### config.mk
export PLATFORM = sky130hd
export DESIGN_NAME = serial_controlled_countdown_timer
export DESIGN_NICKNAME = d
export VERILOG_FILES = /design/src/rtl/sccdt_pkg.sv /design/src/rtl/serial_controlled_countdown_timer.sv
export SDC_FILE = /design/constraint.sdc
export NUM_CORES = 1
export LEC_CHECK = 0
export ABC_CLOCK_PERIOD_IN_PS = 8540
export BUFFER_PORTS_ARGS = -buffer_cell sky130_fd_sc_hd__buf_2
export CAP_MARGIN = 20
export CELL_PAD_IN_SITES_DETAIL_PLACEMENT = 2
export CELL_PAD_IN_SITES_GLOBAL_PLACEMENT = 2
export CORE_ASPECT_RATIO = 0.5
export CORE_MARGIN = 2
export CORE_UTILIZATION = 31
export DETAILED_ROUTE_END_ITERATION = 10
export MAX_ROUTING_LAYER = met4
export PLACE_DENSITY = 0.95
export SKIP_LAST_GASP = 1
export SYNTH_ARGS = -nofsm -noshare
export SYNTH_HDL_FRONTEND = slang
export SYNTH_SLANG_ARGS = --single-unit
### constraint.sdc
create_clock -name clk -period 8.54 [get_ports clk]
set_input_delay 0.427 -clock clk [delete_from_list [all_inputs] [get_ports clk]]
set_output_delay 0.427 -clock clk [all_outputs]
set_load 0.03 [all_outputs]
### src/rtl/sccdt_pkg.sv
// Shared types, codes and helpers of the serial controlled countdown timer.
`default_nettype none

package sccdt_pkg;

  // Register reset values
  localparam logic [7:0] SYNC_BYTE_RST    = 8'd170;
  localparam logic [4:0] FULL_RELOAD_RST  = 5'd24;
  localparam logic [4:0] SHORT_RELOAD_RST = 5'd13;

  // Configuration address width: registers at byte addresses 0, 4, 8
  localparam int unsigned CFG_AW = 4;

  // Register indexes
  typedef enum logic [1:0] {
    REG_SYNC_BYTE    = 2'd0,
    REG_FULL_RELOAD  = 2'd1,
    REG_SHORT_RELOAD = 2'd2,
    REG_UNUSED       = 2'd3
  } reg_idx_t;

  // Frame commands
  localparam logic [7:0] CMD_TOGGLE = 8'd222;
  localparam logic [7:0] CMD_PAUSE  = 8'd223;
  localparam logic [7:0] CMD_FULL   = 8'd224;
  localparam logic [7:0] CMD_SHORT  = 8'd225;

  localparam logic [7:0] CHK_MASK = 8'h0F;

  // Input word kinds
  localparam logic KIND_BYTE = 1'b0;
  localparam logic KIND_TICK = 1'b1;

  // Position inside a four-byte frame
  typedef enum logic [1:0] {
    FP_START = 2'd0,
    FP_CMD   = 2'd1,
    FP_DATA  = 2'd2,
    FP_CHECK = 2'd3
  } frame_pos_t;

  typedef struct packed {
    logic       command;
    logic [7:0] rx_byte;
  } in_word_t;

  typedef struct packed {
    logic [1:0] tens_digit;
    logic [3:0] ones_digit;
    logic       is_paused;
    logic       expired;
    logic       frame_accepted;
    logic       checksum_error;
  } out_word_t;

  // Tens digit of a count up to 31
  function automatic logic [1:0] tens_of(input logic [4:0] sec);
    logic [1:0] t;
    if (sec >= 5'd30) begin
      t = 2'd3;
    end else if (sec >= 5'd20) begin
      t = 2'd2;
    end else if (sec >= 5'd10) begin
      t = 2'd1;
    end else begin
      t = 2'd0;
    end
    return t;
  endfunction

  // Ones digit: subtract the tens already found
  function automatic logic [3:0] ones_of(input logic [4:0] sec);
    logic [4:0] base;
    logic [4:0] diff;
    case (tens_of(sec))
      2'd3:    base = 5'd30;
      2'd2:    base = 5'd20;
      2'd1:    base = 5'd10;
      default: base = 5'd0;
    endcase
    diff = sec - base;
    return diff[3:0];
  endfunction

endpackage

`default_nettype wire

### src/rtl/serial_controlled_countdown_timer.sv
// Serial controlled countdown timer: frame decoder, second counter and result register.
// The result word of an input word is registered at the edge that accepts it.
// Throughput: one word per cycle unless the sink stalls; a new word is taken while the
// result register drains. The frame decoder and counter update in the same cycle.
// Reset (rst_n low, synchronous): count = 24, running, frame decoder waits for a start byte,
// registers return to 170 / 24 / 13 and the result register empties.
`default_nettype none

module serial_controlled_countdown_timer (
  input  wire                              clk,
  input  wire                              rst_n,
  // input channel
  input  wire                              in_valid,
  output logic                             in_ready,
  input  wire  sccdt_pkg::in_word_t        in_data,
  // result channel
  output logic                             out_valid,
  input  wire                              out_ready,
  output sccdt_pkg::out_word_t             out_data,
  // configuration port
  input  wire                              psel,
  input  wire                              penable,
  input  wire                              pwrite,
  input  wire  [sccdt_pkg::CFG_AW-1:0]     paddr,
  input  wire  [31:0]                      pwdata,
  output logic [31:0]                      prdata,
  output logic                             pready
);
  import sccdt_pkg::*;

  // ---------------------------------------------------------------------------
  // Configuration registers
  // ---------------------------------------------------------------------------
  logic [7:0] sync_byte_r;
  logic [4:0] full_reload_r;
  logic [4:0] short_reload_r;
  reg_idx_t   cfg_idx;
  logic       cfg_wr;

  assign pready  = 1'b1;
  assign cfg_idx = reg_idx_t'(paddr[3:2]);
  assign cfg_wr  = psel && penable && pwrite && pready;

  always_ff @(posedge clk) begin
    if (!rst_n) begin
      sync_byte_r    <= SYNC_BYTE_RST;
      full_reload_r  <= FULL_RELOAD_RST;
      short_reload_r <= SHORT_RELOAD_RST;
    end else if (cfg_wr) begin
      unique case (cfg_idx)
        REG_SYNC_BYTE:    sync_byte_r    <= pwdata[7:0];
        REG_FULL_RELOAD:  full_reload_r  <= pwdata[4:0];
        REG_SHORT_RELOAD: short_reload_r <= pwdata[4:0];
        default: ;
      endcase
    end
  end

  // Read back, zero-extended
  always_comb begin
    unique case (cfg_idx)
      REG_SYNC_BYTE:    prdata = {24'd0, sync_byte_r};
      REG_FULL_RELOAD:  prdata = {27'd0, full_reload_r};
      REG_SHORT_RELOAD: prdata = {27'd0, short_reload_r};
      default:          prdata = 32'd0;
    endcase
  end

  // ---------------------------------------------------------------------------
  // Handshake: take a word whenever the result register is empty or draining
  // ---------------------------------------------------------------------------
  logic in_fire;
  logic out_valid_r;

  assign in_ready = !out_valid_r || out_ready;
  assign in_fire  = in_valid && in_ready;

  // ---------------------------------------------------------------------------
  // Timer and frame state
  // ---------------------------------------------------------------------------
  frame_pos_t fpos_r, fpos_nxt;
  logic [4:0] seconds_r, seconds_nxt;
  logic       paused_r, paused_nxt;
  logic [7:0] chk_r, chk_nxt;
  logic [7:0] cmd_r, cmd_nxt;

  logic       is_byte;
  logic       is_tick;
  logic       chk_ok;

  assign is_byte = in_fire && (in_data.command == KIND_BYTE);
  assign is_tick = in_fire && (in_data.command == KIND_TICK);
  assign chk_ok  = (in_data.rx_byte == chk_r);

  // Frame position: advance on each byte once a start byte is seen
  always_comb begin
    fpos_nxt = fpos_r;
    if (is_byte) begin
      unique case (fpos_r)
        FP_START: if (in_data.rx_byte == sync_byte_r) fpos_nxt = FP_CMD;
        FP_CMD:   fpos_nxt = FP_DATA;
        FP_DATA:  fpos_nxt = FP_CHECK;
        FP_CHECK: fpos_nxt = FP_START;
        default:  fpos_nxt = FP_START;
      endcase
    end
  end

  // Datapath and result flags
  logic expired_nxt;
  logic accepted_nxt;
  logic cerr_nxt;

  always_comb begin
    seconds_nxt  = seconds_r;
    paused_nxt   = paused_r;
    chk_nxt      = chk_r;
    cmd_nxt      = cmd_r;
    expired_nxt  = 1'b0;
    accepted_nxt = 1'b0;
    cerr_nxt     = 1'b0;

    if (is_tick && !paused_r) begin
      if (seconds_r == 5'd0) begin
        // ran past zero: reload, halt and flag
        seconds_nxt = full_reload_r;
        paused_nxt  = 1'b1;
        expired_nxt = 1'b1;
      end else begin
        seconds_nxt = seconds_r - 5'd1;
      end
    end

    if (is_byte) begin
      unique case (fpos_r)
        FP_START: if (in_data.rx_byte == sync_byte_r) chk_nxt = 8'd0;
        FP_CMD: begin
          cmd_nxt = in_data.rx_byte;
          chk_nxt = in_data.rx_byte & CHK_MASK;
        end
        FP_DATA:  chk_nxt = chk_r ^ in_data.rx_byte;
        FP_CHECK: begin
          if (chk_ok) begin
            accepted_nxt = 1'b1;
            // run the latched command; unknown codes only end the frame
            case (cmd_r)
              CMD_TOGGLE: paused_nxt = !paused_r;
              CMD_PAUSE:  paused_nxt = 1'b1;
              CMD_FULL: begin
                seconds_nxt = full_reload_r;
                paused_nxt  = 1'b0;
              end
              CMD_SHORT: begin
                seconds_nxt = short_reload_r;
                paused_nxt  = 1'b0;
              end
              default: ;
            endcase
          end else begin
            cerr_nxt = 1'b1;
          end
        end
        default: ;
      endcase
    end
  end

  always_ff @(posedge clk) begin
    if (!rst_n) begin
      fpos_r    <= FP_START;
      seconds_r <= FULL_RELOAD_RST;
      paused_r  <= 1'b0;
      chk_r     <= 8'd0;
      cmd_r     <= 8'd0;
    end else begin
      fpos_r    <= fpos_nxt;
      seconds_r <= seconds_nxt;
      paused_r  <= paused_nxt;
      chk_r     <= chk_nxt;
      cmd_r     <= cmd_nxt;
    end
  end

  // ---------------------------------------------------------------------------
  // Result register: load on accept, hold while the sink stalls, drop on take
  // ---------------------------------------------------------------------------
  out_word_t out_r;

  always_ff @(posedge clk) begin
    if (!rst_n) begin
      out_valid_r <= 1'b0;
    end else if (in_fire) begin
      out_valid_r <= 1'b1;
    end else if (out_ready) begin
      out_valid_r <= 1'b0;
    end
  end

  always_ff @(posedge clk) begin
    if (in_fire) begin
      out_r.tens_digit     <= tens_of(seconds_nxt);
      out_r.ones_digit     <= ones_of(seconds_nxt);
      out_r.is_paused      <= paused_nxt;
      out_r.expired        <= expired_nxt;
      out_r.frame_accepted <= accepted_nxt;
      out_r.checksum_error <= cerr_nxt;
    end
  end

  assign out_valid = out_valid_r;
  assign out_data  = out_r;

  // ---------------------------------------------------------------------------
  // Assertions
  // ---------------------------------------------------------------------------
  a_fire_fills: assert property (@(posedge clk) disable iff (!rst_n)
    in_fire |=> out_valid_r)
    else $error("accepted word left no result");

  a_expire_pauses: assert property (@(posedge clk) disable iff (!rst_n)
    (out_valid_r && out_r.expired) |-> (out_r.is_paused && !out_r.frame_accepted
                                        && !out_r.checksum_error))
    else $error("expiry result inconsistent");

  a_frame_flags: assert property (@(posedge clk) disable iff (!rst_n)
    out_valid_r |-> !(out_r.frame_accepted && out_r.checksum_error))
    else $error("frame both accepted and rejected");

  a_ones_range: assert property (@(posedge clk) disable iff (!rst_n)
    out_valid_r |-> (out_r.ones_digit <= 4'd9))
    else $error("ones digit out of range");

endmodule

`default_nettype wire
==> flow_metrics.py, run 1 <==
metrics = {
    "power_and_ir_drop": {
        "power_density_nw_per_um2": 169,
        "ir_drop_v": 0.0000782,
        "power_leakage_nw": 1.33,
    },
    "synth": {
        "synthCells": 352,
        "yosys-top-cells-count": "nand2_1 (57), dfxtp_1 (43), nor2_1 (27)",
        "async_reset_ff_share_pct": 0,
        "yosysWarnings": 0,
        "netlist_area_um2": 3040,
        "synth_most_common_cell": "nand2_1",
        "yosysUniqueCellTypes": 47,
        "ys_seq_area_share_pct": 38.2,
        "synth_area_leader_cell": "dfxtp_1",
        "netlist.area_leader.share_pct": 28.3,
        "synth_edf_count": 10,
        "ys_ff_latch": 53,
        "synth_area_leaders": "dfxtp_1 (28%), edfxtp_1 (9.9%), mux2i_1 (8.2%), nand2_1 (7.0%), buf_4 (6.2%)",
        "syn_area_per_cell_um2": 8.63,
        "ys.flop_type": "dfxtp_1",
    },
    "setup_path": {
        "cp-start-kind": "flip-flop",
        "critPathRequiredTime_ns": 8.76,
        "path_cells": "nand2b_1, and2_1, nor2b_1, nand3b_1, or2_1, or3b_2, a21oi_1",
        "endpoint_kind": "flip-flop",
        "critical_path_class": "reg -> reg",
        "max_stage_delay_ns": 0.77,
        "r2r-end": "chk_r[7]",
        "path_delay_family": "simple AND/OR/NAND/NOR gates",
        "worstReg2RegStart": "out_valid",
        "timing.critical_path.slowest_stage_cell": "nor2b_1",
        "reg2reg_depth": 7,
        "r2r_slack_ns": 4.91,
        "worstPathMaxFanout": 13,
        "arrival_ns": 3.84,
        "worst-path-buf-inv": 0,
        "crit_start": "out_valid",
    },
    "timing": {
        "holdWs_ns": 0.336,
        "tns_ns": 0,
        "fmax_mhz": 276,
        "worst_slew_pin_slew_ns": 1.03,
        "min_period_over_period_pct": 42.5,
        "finalClockSkew_ns": 0.00415,
        "slew_viol_final": 0,
        "hold_violations": 0,
        "setup_viol_count_final": 0,
        "fin_crit_ns": 3.63,
        "rsz0062_at_grt": "false",
        "slew_headroom_pct": 31.5,
    },
    "min_path": {
        "holdPathStages": 3,
        "hold_start": "pwdata[7]",
        "min_to": "sync_byte_r[7]",
        "hp-class": "in -> reg",
    },
    "floorplan": {
        "ios": 97,
        "dieHeight_um": 74.0,
        "die-area_um2": 10700,
        "rows": 25,
        "initial_core_util_pct": 32.0,
        "core_um2": 9480,
        "dieWidth_um": 144,
    },
    "cells_and_area": {
        "drive_above_1_share_pct": 18.1,
        "fin_cells": 528,
        "fillCellCount": 1067,
        "multiInputGateArea_um2": 1690,
        "nets": 452,
        "seq_area_um2": 1160,
        "diodes": 0,
        "syn2layout_area_growth_pct": 13.3,
    },
    "route": {
        "wl_mm": 9.92,
        "vias_per_cell": 4.93,
        "ant_nets": 0,
        "num_vias": 2604,
        "route.detailed.drc": 0,
        "drtIter0Drc": 140,
        "dr.pass1.iters": 4,
        "post_drt_wl_per_cell_um": 18.8,
    },
    "global_route": {
        "grt_use_total_pct": 19.8,
        "grt_pass1_wl_mm": 15.3,
        "grt_max_degree": 31,
        "grt_pass1_vias": 2775,
        "antenna_found_initial": 0,
        "grt_overflow": 0,
    },
    "clocking": {
        "clk_latency_ns": 0.30,
        "cts_made_buffers": 5,
        "cts_tree": "done",
        "ctsHoldBuffers": 0,
        "postCtsSetupRepairBufs": 0,
        "cts.htree.levels": 2,
        "clk_pin_slew_ns": 0.07,
        "cts.path.max_buffers": 2,
        "postCtsResizedCells": 0,
        "cts_sinks": 53,
        "cts-root-buf": "clkbuf_16",
    },
    "placement": {
        "gp_congestion": 0.819,
        "dp.cells": 518,
        "io_buffers": 45,
        "dp_hpwl_mm": 6.87,
    },
    "run_status": {
        "status": "finished clean",
    },
    "run": {
        "cap_violations": 0,
    },
}
-- worst min-delay path, cell delays in order --
cell	delay, ns
buf_2	0.08
nand2_1	0.04
nand3_1	0.06
-- area by class of cell --
cell class,count,share of cell area [%]
inverter,11,1.20
multi-input combinational,274,49.0
timing repair buffer,47,6.84
tap,135,4.91
sequential,53,33.8
clock buffer,8,4.26
-- stage by stage --
stage / util [%] / total power, mW / setup WS [ns] / cell area (µm²)
final: 36.3 / 0.582 / 4.91 / 3440
after global routing: 36.3 / 0.605 / 4.56 / 3440
after CTS: 36.2 / 0.585 / 4.96 / 3430
after detailed placement: 34.6 / 0.374 / 4.86 / 3280
after global placement: 34.6 / 0.369 / 4.92 / 3280
after floorplan: - / 0.353 / 5.39 / 3120
-- worst max path at each step --
| stage | endpoint | slack, ns | cells past startpoint |
|---|---|---|---|
| floorplan | out_data[7] | 5.39 | 11 |
| global placement | chk_r[5] | 4.92 | 8 |
| detailed placement | chk_r[7] | 4.86 | 8 |
| CTS | chk_r[7] | 4.96 | 7 |
| global route | chk_r[7] | 4.56 | 7 |
| finish | chk_r[7] | 4.91 | 7 |
-- power breakdown --
group	switching (mW)	total (mW)	internal [mW]
Sequential	0.00568	0.271	0.265
Clock	0.0948	0.212	0.117
Combinational	0.0695	0.0986	0.0291
-- kinds of logic (layout without fill, tap and decap cells) --
| family | Yosys count | count (layout) | synth area share (%) |
|---|---|---|---|
| flip-flops | 53 | 53 | 38.2 |
| other | 2 | 25 | 0.247 |
| AND/OR/NAND/NOR | 147 | 147 | 25.2 |
| XOR/XNOR | 17 | 17 | 4.90 |
| buffers and inverters | 48 | 66 | 9.06 |
| multiplexers | 29 | 29 | 9.72 |
| AO/OA/AOI/OAI | 46 | 46 | 8.36 |
| adder cells (fa/ha/maj) | 10 | 10 | 4.24 |
-- cells in the final DEF, fill, tap and decap left out, types with 3 or more instances in the layout --
cell	instances
mux2i_1	25
inv_1	10
a21oi_1	18
xnor2_1	17
nand2_1	57
nor2_1	27
and2_1	7
nand4_1	7
o21ai_0	19
nand2b_1	3
conb_1	25
o21a_1	4
nor2b_1	7
nand3_1	14
buf_2	47
dfxtp_1	43
or2_2	3
nor3_1	3
clkbuf_16	5
edfxtp_1	10
mux2_2	4
or3b_2	4
ha_1	7
-- layer usage --
layer | track usage [%] | share of wire, % | up-vias
li1 | - | - | 1223
met1 | 23.6 | 45 | 1315
met4 | 4.47 | 1.3 | 0
met3 | 3.67 | 3.3 | 10
met5 | - | 0 | -
met2 | 35.4 | 50 | 56
-- state kept, by name (all words and copies together), names as in the netlist --
name	flops
cmd_r	8
paused_r	1
out_valid	1
seconds_r	5
fpos_r	2
chk_r	8
sync_byte_r	8
full_reload_r	5
out_data	10
short_reload_r	5
(Power assumes the default switching activity.)
==> run 2: changes to the inputs <==
--- a/config.mk
+++ b/config.mk
@@ -5,17 +5,18 @@
 export SDC_FILE = /design/constraint.sdc
 export NUM_CORES = 1
 export LEC_CHECK = 0
-export ABC_CLOCK_PERIOD_IN_PS = 8540
+export ABC_AREA = 1
+export ABC_CLOCK_PERIOD_IN_PS = 3490
 export BUFFER_PORTS_ARGS = -buffer_cell sky130_fd_sc_hd__buf_2
 export CAP_MARGIN = 20
 export CELL_PAD_IN_SITES_DETAIL_PLACEMENT = 2
 export CELL_PAD_IN_SITES_GLOBAL_PLACEMENT = 2
 export CORE_ASPECT_RATIO = 0.5
 export CORE_MARGIN = 2
-export CORE_UTILIZATION = 31
+export CORE_UTILIZATION = 28
 export DETAILED_ROUTE_END_ITERATION = 10
 export MAX_ROUTING_LAYER = met4
-export PLACE_DENSITY = 0.95
+export PLACE_DENSITY = 0.91
 export SKIP_LAST_GASP = 1
 export SYNTH_ARGS = -nofsm -noshare
 export SYNTH_HDL_FRONTEND = slang
==> constraint.sdc (replaced) <==
create_clock -name clk -period 3.49 [get_ports clk]
set_input_delay 0.1745 -clock clk [delete_from_list [all_inputs] [get_ports clk]]
set_output_delay 0.1745 -clock clk [all_outputs]
set_load 0.03 [all_outputs]
==> flow_metrics.py, run 2 <==
metrics = {
    "global_route": {
        "grt_overflow": 0,
        "grt_max_degree": 31,
        "grt_pass1_vias": 3177,
        "antenna_found_initial": 0,
        "grt_use_total_pct": 18.0,
        "grt_pass1_wl_mm": 16.7,
    },
    "clocking": {
        "clk_latency_ns": 0.30,
        "cts.path.max_buffers": 2,
        "postCtsResizedCells": 0,
        "cts_tree": "done",
        "postCtsSetupRepairBufs": 0,
        "cts_sinks": 53,
        "cts_made_buffers": 5,
        "cts.htree.levels": 2,
        "ctsHoldBuffers": 0,
        "cts-root-buf": "clkbuf_16",
        "clk_pin_slew_ns": 0.07,
    },
    "run": {
        "cap_violations": 0,
    },
    "synth": {
        "synthCells": 426,
        "yosys.area_share.simple_pct": 29.8,
        "synth_compound_area_share_pct": 13.0,
        "async_reset_ff_share_pct": 0,
        "syn_area_per_cell_um2": 7.30,
        "yosysWarnings": 0,
        "yosys-top-cells-count": "nand2_1 (94), inv_1 (48), dfxtp_1 (43)",
        "synth_edf_count": 10,
        "synth_fa_ha_area_share_pct": 3.46,
        "synth_area_leaders": "dfxtp_1 (28%), nand2_1 (11%), edfxtp_1 (9.7%), buf_4 (6.0%), inv_1 (5.8%)",
        "synth_mux_area_share_pct": 0,
        "netlist.area_leader.share_pct": 27.7,
        "ys_seq_area_share_pct": 37.3,
        "synth_most_common_cell": "nand2_1",
        "synthXorXnorAreaFrac_pct": 2.25,
        "yosysUniqueCellTypes": 34,
        "netlist_area_um2": 3110,
        "ys.flop_type": "dfxtp_1",
        "ys_ff_latch": 53,
        "synth_top_family_by_area": "simple AND/OR/NAND/NOR gates",
        "synth_area_leader_cell": "dfxtp_1",
    },
    "cells_and_area": {
        "drive_above_1_share_pct": 19.1,
        "syn2layout_area_growth_pct": 14.0,
        "fillCellCount": 1292,
        "nets": 531,
        "largest_register_ffs": 10,
        "diodes": 0,
        "final_core_util_pct": 32.5,
        "layout_common_cells": "nand2_1 (94), inv_1 (48), buf_2 (45)",
        "final_common_cell": "nand2_1",
    },
    "run_status": {
        "status": "finished clean",
    },
    "route": {
        "wl_mm": 10.1,
        "post_drt_wl_per_cell_um": 16.4,
        "drtIter0Drc": 113,
        "route.detailed.drc": 0,
        "num_vias": 2891,
        "ant_nets": 0,
        "dr.pass1.iters": 4,
        "vias_per_cell": 4.69,
    },
    "min_path": {
        "min_to": "sync_byte_r[7]",
        "holdPathStages": 3,
        "hp-class": "in -> reg",
        "hold_start": "pwdata[7]",
    },
    "power_and_ir_drop": {
        "p_comb_share_pct": 18.3,
        "clockPowerShare_pct": 36.0,
        "p_int_mw": 1.01,
        "power_leakage_nw": 1.62,
        "p_switching_uw": 445,
        "ir_drop_v": 0.000155,
        "power_density_nw_per_um2": 409,
        "seq_power_share_pct": 45.7,
        "p_sw_share_pct": 30.7,
    },
    "timing": {
        "fin_crit_ns": 2.78,
        "slew_viol_final": 0,
        "tns_ns": 0,
        "slew_headroom_pct": 54.4,
        "hold_violations": 0,
        "rsz0062_at_grt": "false",
        "finalClockSkew_ns": 0.00574,
        "holdWs_ns": 0.117,
        "fin_ws_ns": 0.705,
        "fmax_mhz": 359,
        "min_period_over_period_pct": 79.8,
        "setup_viol_count_final": 0,
        "worst_slew_pin_slew_ns": 0.679,
    },
    "placement": {
        "dp_hpwl_mm": 7.59,
        "io_buffers": 45,
        "gp_congestion": 0.787,
        "post-place-ws_ns": 0.721,
    },
    "setup_path": {
        "endpoint_kind": "flip-flop",
        "max_stage_delay_ns": 0.41,
        "r2r-end": "out_data[7]",
        "worstPathMaxFanout": 6,
        "path_delay_family": "simple AND/OR/NAND/NOR gates",
        "critical_path_class": "reg -> reg",
        "cp-start-kind": "flip-flop",
        "timing.critical_path.slowest_stage_cell": "fa_1",
        "critPathRequiredTime_ns": 3.55,
        "path_cells": "inv_1, ha_1, nand3b_2, o21ai_0, nand2_1, o21ai_0, nand2_1, nand2_2, inv_2, nor2_4, nand2_2, nand2_1, ha_1, inv_1, fa_1, nand2_1, nand2_1",
        "reg2reg_depth": 17,
        "worst-path-buf-inv": 3,
        "cp_common_cell": "nand2_1",
        "arrival_ns": 2.84,
        "r2r_slack_ns": 0.71,
        "worstReg2RegStart": "seconds_r[0]",
    },
    "floorplan": {
        "dieWidth_um": 153,
        "ios": 97,
        "core_um2": 10900,
        "die-area_um2": 12000,
        "dieHeight_um": 78.5,
        "rows": 27,
        "initial_core_util_pct": 28.5,
    },
}
[run 2: cell types whose count changed in the layout (fill, tap and decap cells not counted), moves of 7 or more]
cell	change
and2_1	-7
inv_1	+38
inv_2	+10
mux2i_1	-25
nand2_1	+37
nand2_2	+9
nand3_1	+16
nor2_1	+12
nor2b_1	-7
o211ai_1	+7
o21ai_0	+9
xnor2_1	-12
[run 2: cell families after synthesis]
group                    Yosys count
adder cells (fa/ha/maj)            8
other                              2
AO/OA/AOI/OAI                     70
buffers and inverters             90
flip-flops                        53
AND/OR/NAND/NOR                  195
XOR/XNOR                           8
[run 2: final cells by class]
class / instances / area [µm²] / area share [%]
Multi-Input combinational cell: 306 / 1600 / 45.2
Sequential cell: 53 / 1160 / 32.7
Timing Repair Buffer: 46 / 233 / 6.56
Inverter: 59 / 223 / 6.28
Tap cell: 145 / 181 / 5.11
Clock buffer: 8 / 146 / 4.13
[run 2: worst max-delay path by stage]
stage                            start           to  slack, ns  cells past startpoint
after CTS                 seconds_r[0]  out_data[7]       0.71                     17
final                     seconds_r[0]  out_data[7]       0.71                     17
after detailed placement  seconds_r[0]  out_data[7]       0.72                     17
after global routing      seconds_r[0]  out_data[7]       0.44                     17
after global placement    seconds_r[0]  out_data[7]       0.89                     17
after floorplan              out_valid  out_data[7]       0.87                     14
[run 2: metal layers]
layer  track usage (%)  up-vias  wire [µm]
li1                  -     1409          -
met1              20.1     1420       4390
met2              34.1       49       5290
met3              2.32       13        254
met4              5.28        0        161
met5                 -        -          0
[run 2: worst reg2reg max path, cell delays in order (launching register included)]
cell	delay, ns
dfxtp_1	0.34
inv_1	0.09
ha_1	0.24
nand3b_2	0.18
o21ai_0	0.20
nand2_1	0.06
o21ai_0	0.10
nand2_1	0.12
nand2_2	0.11
inv_2	0.07
nor2_4	0.13
nand2_2	0.07
nand2_1	0.09
ha_1	0.15
inv_1	0.05
fa_1	0.41
nand2_1	0.10
nand2_1	0.05
[run 2: power groups by stage]
stage | Combinational [mW] | Sequential, mW | Clock [mW]
floorplan | 0.177 | 0.702 | 0
finish | 0.266 | 0.663 | 0.523
CTS | 0.268 | 0.664 | 0.532
detailed placement | 0.263 | 0.677 | 0
global placement | 0.250 | 0.675 | 0
global route | 0.292 | 0.666 | 0.554
[run 2: per-stage QoR]
stage	cell area, µm²	total power [mW]	instances
6_report	3550	1.45	617
5_1_grt	3550	1.51	617
4_1_cts	3550	1.46	617
3_5_place_dp	3400	0.941	609
3_3_place_gp	3400	0.925	609
2_1_floorplan	3200	0.879	449
